## config.mk

```make
export PLATFORM = sky130hd
export DESIGN_NAME = nmrp_queue
export DESIGN_NICKNAME = d
export VERILOG_FILES = /design/src/sv/assert_macros.svh /design/src/sv/nmrp_pkg.sv /design/src/sv/nmrp_queue.sv
export SDC_FILE = /design/constraint.sdc
export NUM_CORES = 1
export LEC_CHECK = 0
export ABC_AREA = 0
export BUFFER_PORTS_ARGS = -buffer_cell sky130_fd_sc_hd__buf_2
export CORE_AREA = 2 2 39 41
export DETAILED_ROUTE_END_ITERATION = 8
export DIE_AREA = 0 0 41 43
export SYNTH_ARGS = -nofsm -noshare
export SYNTH_HDL_FRONTEND = slang
export SYNTH_SLANG_ARGS = --single-unit
```

## constraint.sdc

```tcl
create_clock -name i_clk -period 2.4 [get_ports i_clk]
set_input_delay 0.36 -clock i_clk [delete_from_list [all_inputs] [get_ports i_clk]]
set_output_delay 0.36 -clock i_clk [all_outputs]
set_load 0.03 [all_outputs]
```

## src/sv/assert_macros.svh

```systemverilog
// assertion macros used by the parser rtl
// no dependencies; checks vanish when SYNTH is defined
`ifndef ASSERT_MACROS_SVH
`define ASSERT_MACROS_SVH
`ifndef SYNTH
`define NMRP_ASSERT(lbl, clk, rstn, prop) \
    lbl: assert property (@(posedge clk) disable iff (!rstn) prop) \
    else $error("nmrp assertion failed");
`define NMRP_ASSERT_ALWAYS(lbl, clk, prop) \
    lbl: assert property (@(posedge clk) prop) else $error("nmrp assertion failed");
`else
`define NMRP_ASSERT(lbl, clk, rstn, prop)
`define NMRP_ASSERT_ALWAYS(lbl, clk, prop)
`endif
`endif

```

## src/sv/nmrp_pkg.sv

```systemverilog
// shared constants and types of the file record parser
// no dependencies
`timescale 1ns / 1ps
package nmrp_pkg;
    localparam int DEF_RECORD_BYTES   = 1024;
    localparam int DEF_NAME_MAX_CHARS = 32;
    localparam int DEF_MAX_CHILDREN   = 32;
    localparam int DEF_MAX_ATTRIBUTES = 16;

    // wide enough for every offset the walk can form
    localparam int ADDR_W = 17;

    localparam logic [1:0] KIND_CHILD   = 2'd0;
    localparam logic [1:0] KIND_NAME    = 2'd1;
    localparam logic [1:0] KIND_SUMMARY = 2'd2;

    localparam logic [7:0] ATTR_FILE_NAME  = 8'h30;
    localparam logic [7:0] ATTR_INDEX_ROOT = 8'h90;
    localparam logic [7:0] ATTR_END        = 8'hFF;

    localparam logic [ADDR_W-1:0] FIX0_ADDR = ADDR_W'(510);
    localparam logic [ADDR_W-1:0] FIX1_ADDR = ADDR_W'(1022);

    typedef struct packed {
        logic short_rec;
    } t_job;
endpackage

```

## src/sv/nmrp_queue.sv

```systemverilog
// two-entry job queue between loader and walker
// depends on nmrp_pkg
`timescale 1ns / 1ps
module nmrp_queue (
    input  logic           i_clk,
    input  logic           i_rst_n,
    input  logic           i_push,
    input  nmrp_pkg::t_job i_job,
    input  logic           i_pop,
    output logic           o_valid,
    output nmrp_pkg::t_job o_job
);
    import nmrp_pkg::*;
    t_job       r_q [2];
    logic       r_wp, r_rp;
    logic [1:0] r_cnt;
    logic       do_push, do_pop;

    assign do_push = i_push && (r_cnt != 2'd2);
    assign do_pop  = i_pop && (r_cnt != 2'd0);
    assign o_valid = r_cnt != 2'd0;
    assign o_job   = r_q[r_rp];

    always_ff @(posedge i_clk) begin
        if (do_push) begin
            r_q[r_wp] <= i_job;
        end
    end

    always_ff @(posedge i_clk) begin
        if (!i_rst_n) begin
            r_wp  <= 1'b0;
            r_rp  <= 1'b0;
            r_cnt <= 2'd0;
        end else begin
            if (do_push) r_wp <= ~r_wp;
            if (do_pop)  r_rp <= ~r_rp;
            r_cnt <= r_cnt + 2'(do_push) - 2'(do_pop);
        end
    end
endmodule

```

==> impl_metrics.ini <==
[synthesis]
synth.distinct_cells = 14
ys_ff_latch = 7
synth_area_per_cell_um2 = 11.26
ys_warn_count = 0
ys_seq_area_share_pct = 50.79
synth_area_um2 = 315.3
synth_nets = 35
synth_cells = 28

[timing]
fmax_mhz = 637.7
worstMarginPinSlew_ps = 191.1
worst_slack_ps = 832.0
finalHoldViolCount = 0
fin_crit_sh_pct = 65.33
setup_viol = 0
slew_headroom_pct = 87.24
maxSlewViolCount = 0
skew_ps = 1.931
tns_ps = 0
rsz0062_at_grt = no
fin_hold_ws_ps = 300.6
timing.final.crit_period_ps = 1568

[routing]
drc = 0
wl_um = 439
wl_per_cell_um = 8.130
final_antenna_net_count = 0
firstDrtPassIters = 3
via_per_inst = 3.796
drtIter0Drc = 5
vias = 205

[pwr]
fin_total_pwr_uw = 464.3
powerDensity_nw_per_um2 = 1186
p_leak_uw = 0.0001693
vdd_ir_drop_max_mv = 0.3057

[critical_path]
rr_startpoint = r_cnt[1]
endpoint_kind = flip-flop
required_ps = 2550
worstSetupStartpointType = flip-flop
r2r_end = r_cnt[1]
criticalPathCategory = flip-flop to flip-flop
critPathArrivalTime_ps = 1710
cp-endpoint = r_cnt[1]
reg2regPathDepth = 8
rrSetupSlack_ps = 830
crit_start = r_cnt[1]
crit_fanout = 4

[die]
rows = 14
die_x_um = 41
pin_count = 7
die_h_um = 43
fp.coreArea_um2 = 1384
start_util_pct = 22.78
die-area_um2 = 1763

[grt]
busiest_layer = met2
antenna_found_initial = 0
grt_overflow = 0
use_met1_pct = 7.516
grt.met3_usage_pct = 4.712
grt_pass1_vias = 182
grt_max_degree = 7
grt_pass1_wl_um = 731
use_met2_pct = 8.438
grt_use_total_pct = 7.164

[clock_network]
cts_tree = yes
cts_buffer_depth = 2
clock-root-buffer = clkbuf_4
ctsHoldBuffers = 0
insertion_delay_ps = 250
cts_resized = 0
cts-buffers-inserted = 3
clock-sinks = 7
path_clk_slew_ps = 50
post_cts_buffers = 0
h-tree-depth = 1

[placement]
placed_cell_area_um2 = 365.4
gp_congestion = 0.6551
dpl_worst_slack_ps = 813.3
port_buffers = 6

[outcome]
status = finished clean

[finish]
nets = 46
antenna_cells = 0
drive_gt1_share_pct = 34.21
area_growth_pct = 24.21
postLayoutCellArea_um2 = 391.6

[worst_hold_path]
min_path_type = primary input to flip-flop

[flow_run]
maxCapViolCount = 0
[how the worst min path moves through the flow]
stage	slack, ps	cells after the start	from	endpoint
global placement	460	2	r_wp	r_wp
floorplan	450	2	r_wp	r_wp
CTS	300	1	i_job	r_q[1]
global route	290	1	i_job	r_q[1]
finish	300	1	i_job	r_q[1]
detailed placement	480	2	r_wp	r_wp
[kinds of logic (layout without fill, tap and decap cells)]
| logic type | after synthesis | count (layout) | share of synthesized area [%] |
|---|---|---|---|
| buffers and inverters | 3 | 13 | 3.571 |
| flip-flops | 7 | 7 | 50.80 |
| AO/OA/AOI/OAI | 2 | 2 | 7.938 |
| XOR/XNOR | 3 | 3 | 8.335 |
| AND/OR/NAND/NOR | 9 | 9 | 14.68 |
| multiplexers | 2 | 2 | 6.746 |
| adder cells (fa/ha/maj) | 2 | 2 | 7.935 |
[stage by stage]
step	std cells	util, %
6_report	54	28.30
5_1_grt	54	28.30
4_1_cts	54	28.30
3_5_place_dp	50	26.40
3_3_place_gp	50	26.40
2_1_floorplan	28	-
[synthesized netlist by cell type (all sizes together)]
cell type  count  share of area [%]
dfxtp          5                 32
inv            3                3.6
xnor2          3                8.3
and2           2                4.0
edfxtp         2                 19
ha             2                7.9
nand2          2                2.4
nor2           2                2.4
nor2b          2                4.0
mux2           1                3.6
mux2i          1                3.2
o21a           1                2.8
o21ai          1                5.2
or2            1                2.0
[critical path, stage by stage (launching register included)]
cell     delay (ps)
dfxtp_1         370
inv_1            90
o21ai_4         200
ha_1            250
inv_1            50
ha_1            140
xnor2_1         130
xnor2_1          80
and2_1          150
[power by group]
part / switching [uW] / total, uW / internal, uW
Sequential: 25.3 / 182 / 157
Combinational: 91.0 / 175 / 83.6
Clock: 43.8 / 107 / 63.5
[area by class of cell]
class	count	area (um^2)
fill	155	992.2
sequential	7	160.2
multi-input combinational	18	143.9
timing repair buffer	6	30.03
clock buffer	4	26.28
tap	16	20.02
inverter	3	11.26
[routing by layer]
metal	routed length, um	vias up
met1	202	87
met3	35	2
met5	0	-
li1	-	109
met4	18	0
met2	182	7
[cells in the final DEF, fill, tap and decap left out]
master / instances
clkbuf_4: 3
ha_1: 2
xnor2_1: 3
inv_1: 3
and2_1: 2
nand2_1: 2
nor2_1: 2
buf_2: 6
clkbuf_1: 1
or2_2: 1
o21a_2: 1
o21ai_4: 1
nor2b_1: 2
edfxtp_1: 2
dfxtp_1: 5
mux2i_1: 1
mux2_2: 1
(Power assumes the default switching activity.)
