<file path="config.mk">
export PLATFORM = sky130hd
export DESIGN_NAME = nmrp_front
export DESIGN_NICKNAME = d
export VERILOG_FILES = /design/src/sv/assert_macros.svh /design/src/sv/nmrp_pkg.sv /design/src/sv/nmrp_front.sv
export SDC_FILE = /design/constraint.sdc
export NUM_CORES = 1
export LEC_CHECK = 0
export ABC_AREA = 1
export BUFFER_PORTS_ARGS = -buffer_cell sky130_fd_sc_hd__buf_2
export CORE_ASPECT_RATIO = 1.2
export CORE_MARGIN = 4
export CORE_UTILIZATION = 45
export DETAILED_ROUTE_END_ITERATION = 8
export PLACE_DENSITY = 0.84
export REMOVE_ABC_BUFFERS = 1
export SLEW_MARGIN = 30
export SYNTH_ARGS = -nofsm -noshare
export SYNTH_HDL_FRONTEND = slang
export SYNTH_SLANG_ARGS = --single-unit
</file>
<file path="constraint.sdc">
create_clock -name i_clk -period 1.79 [get_ports i_clk]
set_input_delay 0.2685 -clock i_clk [delete_from_list [all_inputs] [get_ports i_clk]]
set_output_delay 0.2685 -clock i_clk [all_outputs]
set_load 0.02 [all_outputs]
</file>
<file path="src/sv/assert_macros.svh">
// assertion macros used by the parser rtl
// no dependencies; checks vanish when SYNTH is defined
`ifndef ASSERT_MACROS_SVH
`define ASSERT_MACROS_SVH
`ifndef SYNTH
`define NMRP_ASSERT(lbl, clk, rstn, prop) \
    lbl: assert property (@(posedge clk) disable iff (!rstn) prop) \
    else $error("nmrp assertion failed");
`define NMRP_ASSERT_ALWAYS(lbl, clk, prop) \
    lbl: assert property (@(posedge clk) prop) else $error("nmrp assertion failed");
`else
`define NMRP_ASSERT(lbl, clk, rstn, prop)
`define NMRP_ASSERT_ALWAYS(lbl, clk, prop)
`endif
`endif

</file>
<file path="src/sv/nmrp_pkg.sv">
// shared constants and types of the file record parser
// no dependencies
`timescale 1ns / 1ps
package nmrp_pkg;
    localparam int DEF_RECORD_BYTES   = 1024;
    localparam int DEF_NAME_MAX_CHARS = 32;
    localparam int DEF_MAX_CHILDREN   = 32;
    localparam int DEF_MAX_ATTRIBUTES = 16;

    // wide enough for every offset the walk can form
    localparam int ADDR_W = 17;

    localparam logic [1:0] KIND_CHILD   = 2'd0;
    localparam logic [1:0] KIND_NAME    = 2'd1;
    localparam logic [1:0] KIND_SUMMARY = 2'd2;

    localparam logic [7:0] ATTR_FILE_NAME  = 8'h30;
    localparam logic [7:0] ATTR_INDEX_ROOT = 8'h90;
    localparam logic [7:0] ATTR_END        = 8'hFF;

    localparam logic [ADDR_W-1:0] FIX0_ADDR = ADDR_W'(510);
    localparam logic [ADDR_W-1:0] FIX1_ADDR = ADDR_W'(1022);

    typedef struct packed {
        logic short_rec;
    } t_job;
endpackage

</file>
<file path="src/sv/nmrp_front.sv">
// byte loader: counts record bytes, drives the store write port, posts a job
// depends on nmrp_pkg
`timescale 1ns / 1ps
module nmrp_front #(
    parameter int RECORD_BYTES = nmrp_pkg::DEF_RECORD_BYTES
) (
    input  logic                              i_clk,
    input  logic                              i_rst_n,
    input  logic                              i_start,
    input  logic                              i_busy,
    input  logic [7:0]                        i_data_byte,
    input  logic                              i_record_end,
    output logic                              o_wr_en,
    output logic [$clog2(RECORD_BYTES)-1:0]   o_wr_addr,
    output logic [7:0]                        o_wr_data,
    output logic                              o_push,
    output nmrp_pkg::t_job                    o_job
);
    import nmrp_pkg::*;
    localparam int POS_W = $clog2(RECORD_BYTES + 1);
    localparam int IDX_W = $clog2(RECORD_BYTES);

    logic [POS_W-1:0] r_pos, n_pos, pos_after;
    logic             accept;

    assign accept    = i_start && !i_busy;
    assign o_wr_en   = accept && (r_pos < POS_W'(RECORD_BYTES));
    assign o_wr_addr = r_pos[IDX_W-1:0];
    assign o_wr_data = i_data_byte;
    assign pos_after = r_pos + POS_W'(o_wr_en);
    assign o_push    = accept && i_record_end;
    assign o_job.short_rec = pos_after < POS_W'(RECORD_BYTES);

    always_comb begin
        n_pos = r_pos;
        if (accept) begin
            n_pos = i_record_end ? '0 : pos_after;
        end
    end

    always_ff @(posedge i_clk) begin
        if (!i_rst_n) begin
            r_pos <= '0;
        end else begin
            r_pos <= n_pos;
        end
    end
endmodule

</file>
==> results by group, run 1 <==
Setup path
  • Worst path arrival time: 1590 ps
  • Endpoint class of the critical path: output port
  • Worst Setup Start Kind: flip-flop
  • Cell at the slowest stage of the critical path: dfxtp_2
  • R2R Setup Slk: 120 ps
  • Reg2reg start: r_pos[10]
  • Worst path cell trace: nor2_4 -> ha_4 -> ha_4 -> nand3_4 -> nor2_4 -> nand2_2 -> nand2_2 -> nand2_2 -> buf_6
  • Capturing point of the worst reg2reg path: r_pos[8]
  • R2R cell count: 12
  • Crit Path Class: reg -> out
  • Slowest Stage Delay on Critical Path: 340 ps
  • Peak fanout along the critical path: 3
  • Required time worst endpoint: 1520 ps
  • Most common cell on crit path: nand2_2

Yosys
  • Seq/Total Area, Yosys: 0.303
  • FF+latch count, synth: 11
  • Syn avg cell area: 6.86 sq um
  • Yosys warns: 0
  • Synth Instances: 106
  • Post-Syn Area: 727 sq um
  • Distinct cells, synth: 19

Run
  • Max_cap viols: 0

Timing
  • Slew @ Worst Pin: 249 ps
  • Worst slew margin: 0.834
  • Fmax: 539 MHz
  • Final Setup Violations: 1
  • Crit path time final: 1860 ps
  • Setup repair after global routing missed its margin: true
  • Crit share post-route: 1.04
  • Final slew viol count: 0
  • Setup_tns: -67.0 ps
  • Hold Fails Final Rpt: 0
  • Clock Skews: 8.58 ps
  • Worst setup margin: -67.0 ps

Clock network
  • CTS max path bufs: 2
  • H-tree Lvls: 1
  • Clk sinks: 11
  • Clk_lat worst skew: 280 ps
  • Number of buffers created by CTS: 3
  • CTS clock-pin slew for the worst setup and hold paths: 80 ps
  • CTS tree: done
  • Hold_buf cts: 0
  • Root buffer cell: clkbuf_4

Final layout
  • Regs by FF count: r_pos (11)
  • Largest register FFs: 11
  • Area growth, synth to finish: 15.0%
  • N_diodes: 0
  • Commonest non-fill, non-tap cells in the layout: nand2_1, buf_2, inv_1
  • Layout fillers: 131
  • Largest Register: r_pos
  • Flip-flop and latch area: 221 sq um
  • Commonest non-fill, non-tap cell in the layout: nand2_1
  • Layout Nets: 131
  • Design area: 836 sq um
  • Post-Layout Cell Count: 132
  • Multi-input gate area: 365 sq um
  • Layout cell share with drive strength beyond 1: 0.374

Power
  • Worst IR Drop VDD: 0.000248 V
  • Cell Pwr Density: 557 nW/um^2
  • Leak pwr: 0.000409 uW
  • Logic pwr share: 0.092
  • P_int: 345 uW
  • Clk pwr share: 0.381
  • P_sw: 121 uW
  • Total power: 465 uW
  • Seq pwr share: 0.528
  • Sw frac: 0.259

Global route
  • Vias in the first global route: 633
  • Remaining global-route overflow: 0
  • Largest net degree at the start of global routing: 8
  • Global-route wire length before repair: 2610 um
  • Initial antenna violation count: 0
  • Overall routing resource usage: 0.152

Min path
  • Hold Path Origin: i_rst_n
  • Hold Path Class: in -> reg
  • Worst hold stages: 3
  • Hold endpoint: r_pos[0]

Routing
  • Via Count: 676
  • Final ANT Viol Nets: 0
  • Vias per cell: 5.12
  • Router iterations before antenna repair: 4
  • Routed wire length per instance: 11.9 um
  • DR iter-0 viols: 16
  • Routed wire length: 1580 um
  • DRC viols: 0

Placed design
  • Placed Area: 713 sq um
  • Placed cells: 124
  • GPL Wtd Cong: 0.771
  • Buffers on Ports: 17
  • HPWL after DPL: 1070 um

Floorplan
  • Die W: 44.7 um
  • Starting Density: 0.490
  • Area of the core: 1480 sq um
  • Die area: 2330 sq um
  • Die H: 52.0 um
  • Number of placement rows: 15
  • I/O pin cnt: 34

Run status
  • Failing checks: setup timing
  • Status: finished with violations
power groups by stage:
stage | sequential, uW | clock, uW | combinational (uW)
final | 245 | 177 | 42.7
after global routing | 246 | 187 | 48.8
after CTS | 245 | 177 | 39.6
after detailed placement | 251 | 0 | 38.7
after global placement | 251 | 0 | 37.8
after floorplan | 252 | 0 | 21.7
per-layer routing:
layer  wire length [um]  global-route usage  share of wire
met5                  0                   0              0
met4                 43              0.0804          0.027
met3                155              0.0657          0.098
met2                831               0.256           0.53
met1                546               0.153           0.35
worst max-delay path by stage:
| stage | from | end | slack [ps] | depth (start not counted) |
|---|---|---|---|---|
| after floorplan | i_busy | o_job | -90 | 9 |
| after global placement | i_busy | o_job | 40 | 11 |
| after detailed placement | i_busy | o_job | -40 | 12 |
| after CTS | r_pos[10] | o_job | -120 | 9 |
| after global routing | r_pos[10] | o_job | -140 | 9 |
| final | r_pos[10] | o_job | -70 | 9 |
cells by family after synthesis:
logic type      share of synthesized area
flops                               0.303
fa+ha+maj                          0.0344
compound gates                      0.112
buf+inv                             0.274
simple gates                        0.277
cells in the mapped netlist:
cell / instances / share of area
o21ai_1: 2 / 0.014
inv_1: 15 / 0.077
nand4_1: 2 / 0.017
nand3_1: 5 / 0.034
buf_4: 18 / 0.19
o21ai_2: 1 / 0.012
nor3_1: 1 / 0.0069
o21ai_0: 3 / 0.021
o21bai_1: 1 / 0.010
a21oi_1: 8 / 0.055
nor2_2: 1 / 0.0086
nand2_2: 1 / 0.0086
ha_1: 2 / 0.034
nor2_4: 2 / 0.031
dfxtp_1: 11 / 0.30
nor2_1: 7 / 0.036
nand2_4: 1 / 0.015
nand2_1: 23 / 0.12
inv_2: 2 / 0.010
per-stage QoR:
stage | hold slack [ps] | utilization | worst slack (ps)
after global routing | 294 | 0.564 | -137
final | 280 | 0.564 | -67.0
after global placement | 449 | 0.481 | 44.9
after floorplan | 420 | - | -94.8
after CTS | 283 | 0.530 | -123
after detailed placement | 458 | 0.481 | -42.6
critical path: cells and delay by family, from the launching register on:
| family | cells | cell delay, ps |
|---|---|---|
| adder cells (fa/ha/maj) | 2 | 300 |
| buffers and inverters | 1 | 120 |
| AND/OR/NAND/NOR | 6 | 540 |
| flip-flops | 1 | 340 |
area by class of cell:
| cell class | count | area share |
|---|---|---|
| timing repair buffer | 23 | 0.163 |
| clock buffer | 3 | 0.0269 |
| multi-input combinational | 60 | 0.437 |
| inverter | 17 | 0.0763 |
| sequential | 11 | 0.265 |
| clock inverter | 1 | 0.00599 |
| tap | 17 | 0.0254 |
what timing repair did:
action	4_1_cts	5_1_grt
pin swaps	4	5
setup endpoints to repair	1	1
setup buffers	2	2
resized for setup	8	7
(Power assumes the default switching activity.)
==> inputs of run 2 (changes only) <==
CAP_MARGIN = 20   (was unset)
PLACE_DENSITY = 0.87   (was 0.84)
==> run 2 against run 1 <==
Compared with the run above:
- the flow still finishes with violations (setup timing)
- worst hold slack improved by 14 ps
- global-route usage decreased by 0.55 points
- total power is 0.29% higher
- critical path depth unchanged
- worst setup slack got worse by 49 ps
- count of clock-buffer cells in the layout rose by 1
- combinational power increased by 3%
- largest cell class unchanged
- highest routed layer unchanged
==> results by group, run 2 (synthesis gave the netlist of run 1 again) <==
Timing
  • Crit path time final: 1910 ps
  • Worst slew margin: 0.811
  • Crit share post-route: 1.06
  • Setup repair after global routing missed its margin: true
  • Hold Fails Final Rpt: 0
  • Clock Skews: 1.93 ps
  • Fmax: 525 MHz
  • Final Setup Violations: 1
  • Slew @ Worst Pin: 283 ps
  • Final slew viol count: 0
  • Worst setup margin: -116 ps

Final layout
  • Largest register FFs: 11
  • Post-Layout Cell Count: 133
  • Layout cell share with drive strength beyond 1: 0.379
  • Commonest non-fill, non-tap cell in the layout: nand2_1
  • Regs by FF count: r_pos (11)
  • Area growth, synth to finish: 16.5%
  • N_diodes: 0
  • Core Util, Final: 0.571
  • Largest Register: r_pos
  • Commonest non-fill, non-tap cells in the layout: nand2_1, buf_2, inv_1
  • Layout Nets: 132

Clock network
  • CTS max path bufs: 2
  • H-tree Lvls: 1
  • Clk_lat worst skew: 280 ps
  • Number of buffers created by CTS: 3
  • Clk sinks: 11
  • CTS clock-pin slew for the worst setup and hold paths: 70 ps
  • Root buffer cell: clkbuf_4
  • CTS tree: done

Routing
  • Vias per cell: 5.20
  • Routed wire length per instance: 12.9 um
  • Final ANT Viol Nets: 0
  • DRC viols: 0
  • Router iterations before antenna repair: 4
  • Via Count: 692
  • Routed wire length: 1710 um
  • DR iter-0 viols: 17

Setup path
  • Crit Path Class: reg -> out
  • Most common cell on crit path: nand2_2
  • Peak fanout along the critical path: 3
  • Required time worst endpoint: 1520 ps
  • Worst path cell trace: nor2_4 -> ha_4 -> ha_4 -> nand3_4 -> nor2_4 -> nand2_2 -> nand2_2 -> nand2_2 -> buf_6
  • Worst Setup Start Kind: flip-flop
  • Cell at the slowest stage of the critical path: dfxtp_2
  • CP Buf/Inv Count: 1
  • Worst path arrival time: 1640 ps
  • Slowest Stage Delay on Critical Path: 350 ps
  • Endpoint class of the critical path: output port
  • Delay-heaviest family, CP: simple AND/OR/NAND/NOR gates

Power
  • Cell Pwr Density: 551 nW/um^2
  • Leak pwr: 0.000412 uW
  • Worst IR Drop VDD: 0.000450 V

Global route
  • Initial antenna violation count: 0
  • Remaining global-route overflow: 0
  • Global-route wire length before repair: 2470 um
  • Overall routing resource usage: 0.146
  • Vias in the first global route: 618
  • Largest net degree at the start of global routing: 8

Placed design
  • Placed cells: 124
  • GPL Wtd Cong: 0.803
  • HPWL after DPL: 1050 um
  • Buffers on Ports: 17

Floorplan
  • Area of the core: 1480 sq um
  • Die W: 44.7 um
  • Starting Density: 0.490
  • Number of placement rows: 15
  • I/O pin cnt: 34
  • Die area: 2330 sq um
  • Die H: 52.0 um

Run status
  • Status: finished with violations
  • Failing checks: setup timing

Min path
  • Hold Path Class: in -> reg

Run
  • Max_cap viols: 0
[run 2: changes by cell type in the layout (fill, tap and decap cells not counted), sizes merged]
| cell | previous run | this run |
|---|---|---|
| clkinv | 1 | 0 |
| clkbuf | 3 | 4 |
| buf | 23 | 24 |
[run 2: area by class of cell]
| class | count | area (sq um) |
|---|---|---|
| timing repair buffer | 24 | 144 |
| fill | 136 | 636 |
| inverter | 17 | 63.8 |
| tap | 17 | 21.3 |
| sequential | 11 | 221 |
| multi-input combinational | 60 | 370 |
| clock buffer | 4 | 26.3 |
[run 2: through the flow]
stage               TNS [ps]  hold slack (ps)  instance area (sq um)  setup slack, ps  power, uW
floorplan              -94.8              420                    592            -94.8        273
detailed placement     -33.9              458                    713            -33.9        290
global placement           0              450                    713             45.3        289
global route            -177              301                    847             -177        485
finish                  -116              293                    847             -116        467
CTS                     -103              292                    785             -103        457
[run 2: timing repair]
action,4_1_cts,5_1_grt
pin swaps,4,4
hold buffers,0,0
hold endpoints to repair,0,0
setup buffers,2,3
gates resized for setup,8,8
setup endpoints to repair,1,1
[run 2: layer usage]
| metal | global-route usage | up-vias | wire (um) | part of all wire |
|---|---|---|---|---|
| met5 | 0 | - | 0 | 0 |
| met4 | 0.0754 | 0 | 52 | 0.030 |
| met3 | 0.0761 | 7 | 150 | 0.088 |
| met2 | 0.244 | 37 | 901 | 0.53 |
| met1 | 0.143 | 310 | 607 | 0.35 |
| li1 | - | 338 | - | - |
[run 2: where the power goes]
| group | internal (uW) | switching (uW) | leakage [uW] |
|---|---|---|---|
| Combinational | 16.8 | 27.2 | 0.000308 |
| Clock | 86.6 | 90.6 | 0.0000150 |
| Sequential | 245 | 0.624 | 0.0000891 |
[run 2: tightest hold or removal path: cells and delay by family]
| family | cells | cell delay (ps) |
|---|---|---|
| buffers and inverters | 2 | 210 |
| AO/OA/AOI/OAI | 1 | 50 |
[run 2: worst paths after layout]
path / from / end / slack (ps) / depth (start not counted)
min reg2reg: r_pos[4] / r_pos[4] / 470 / 2
min: i_rst_n / r_pos[10] / 290 / 3
max: r_pos[10] / o_job / -120 / 9
max reg2reg: r_pos[10] / r_pos[8] / 180 / 12
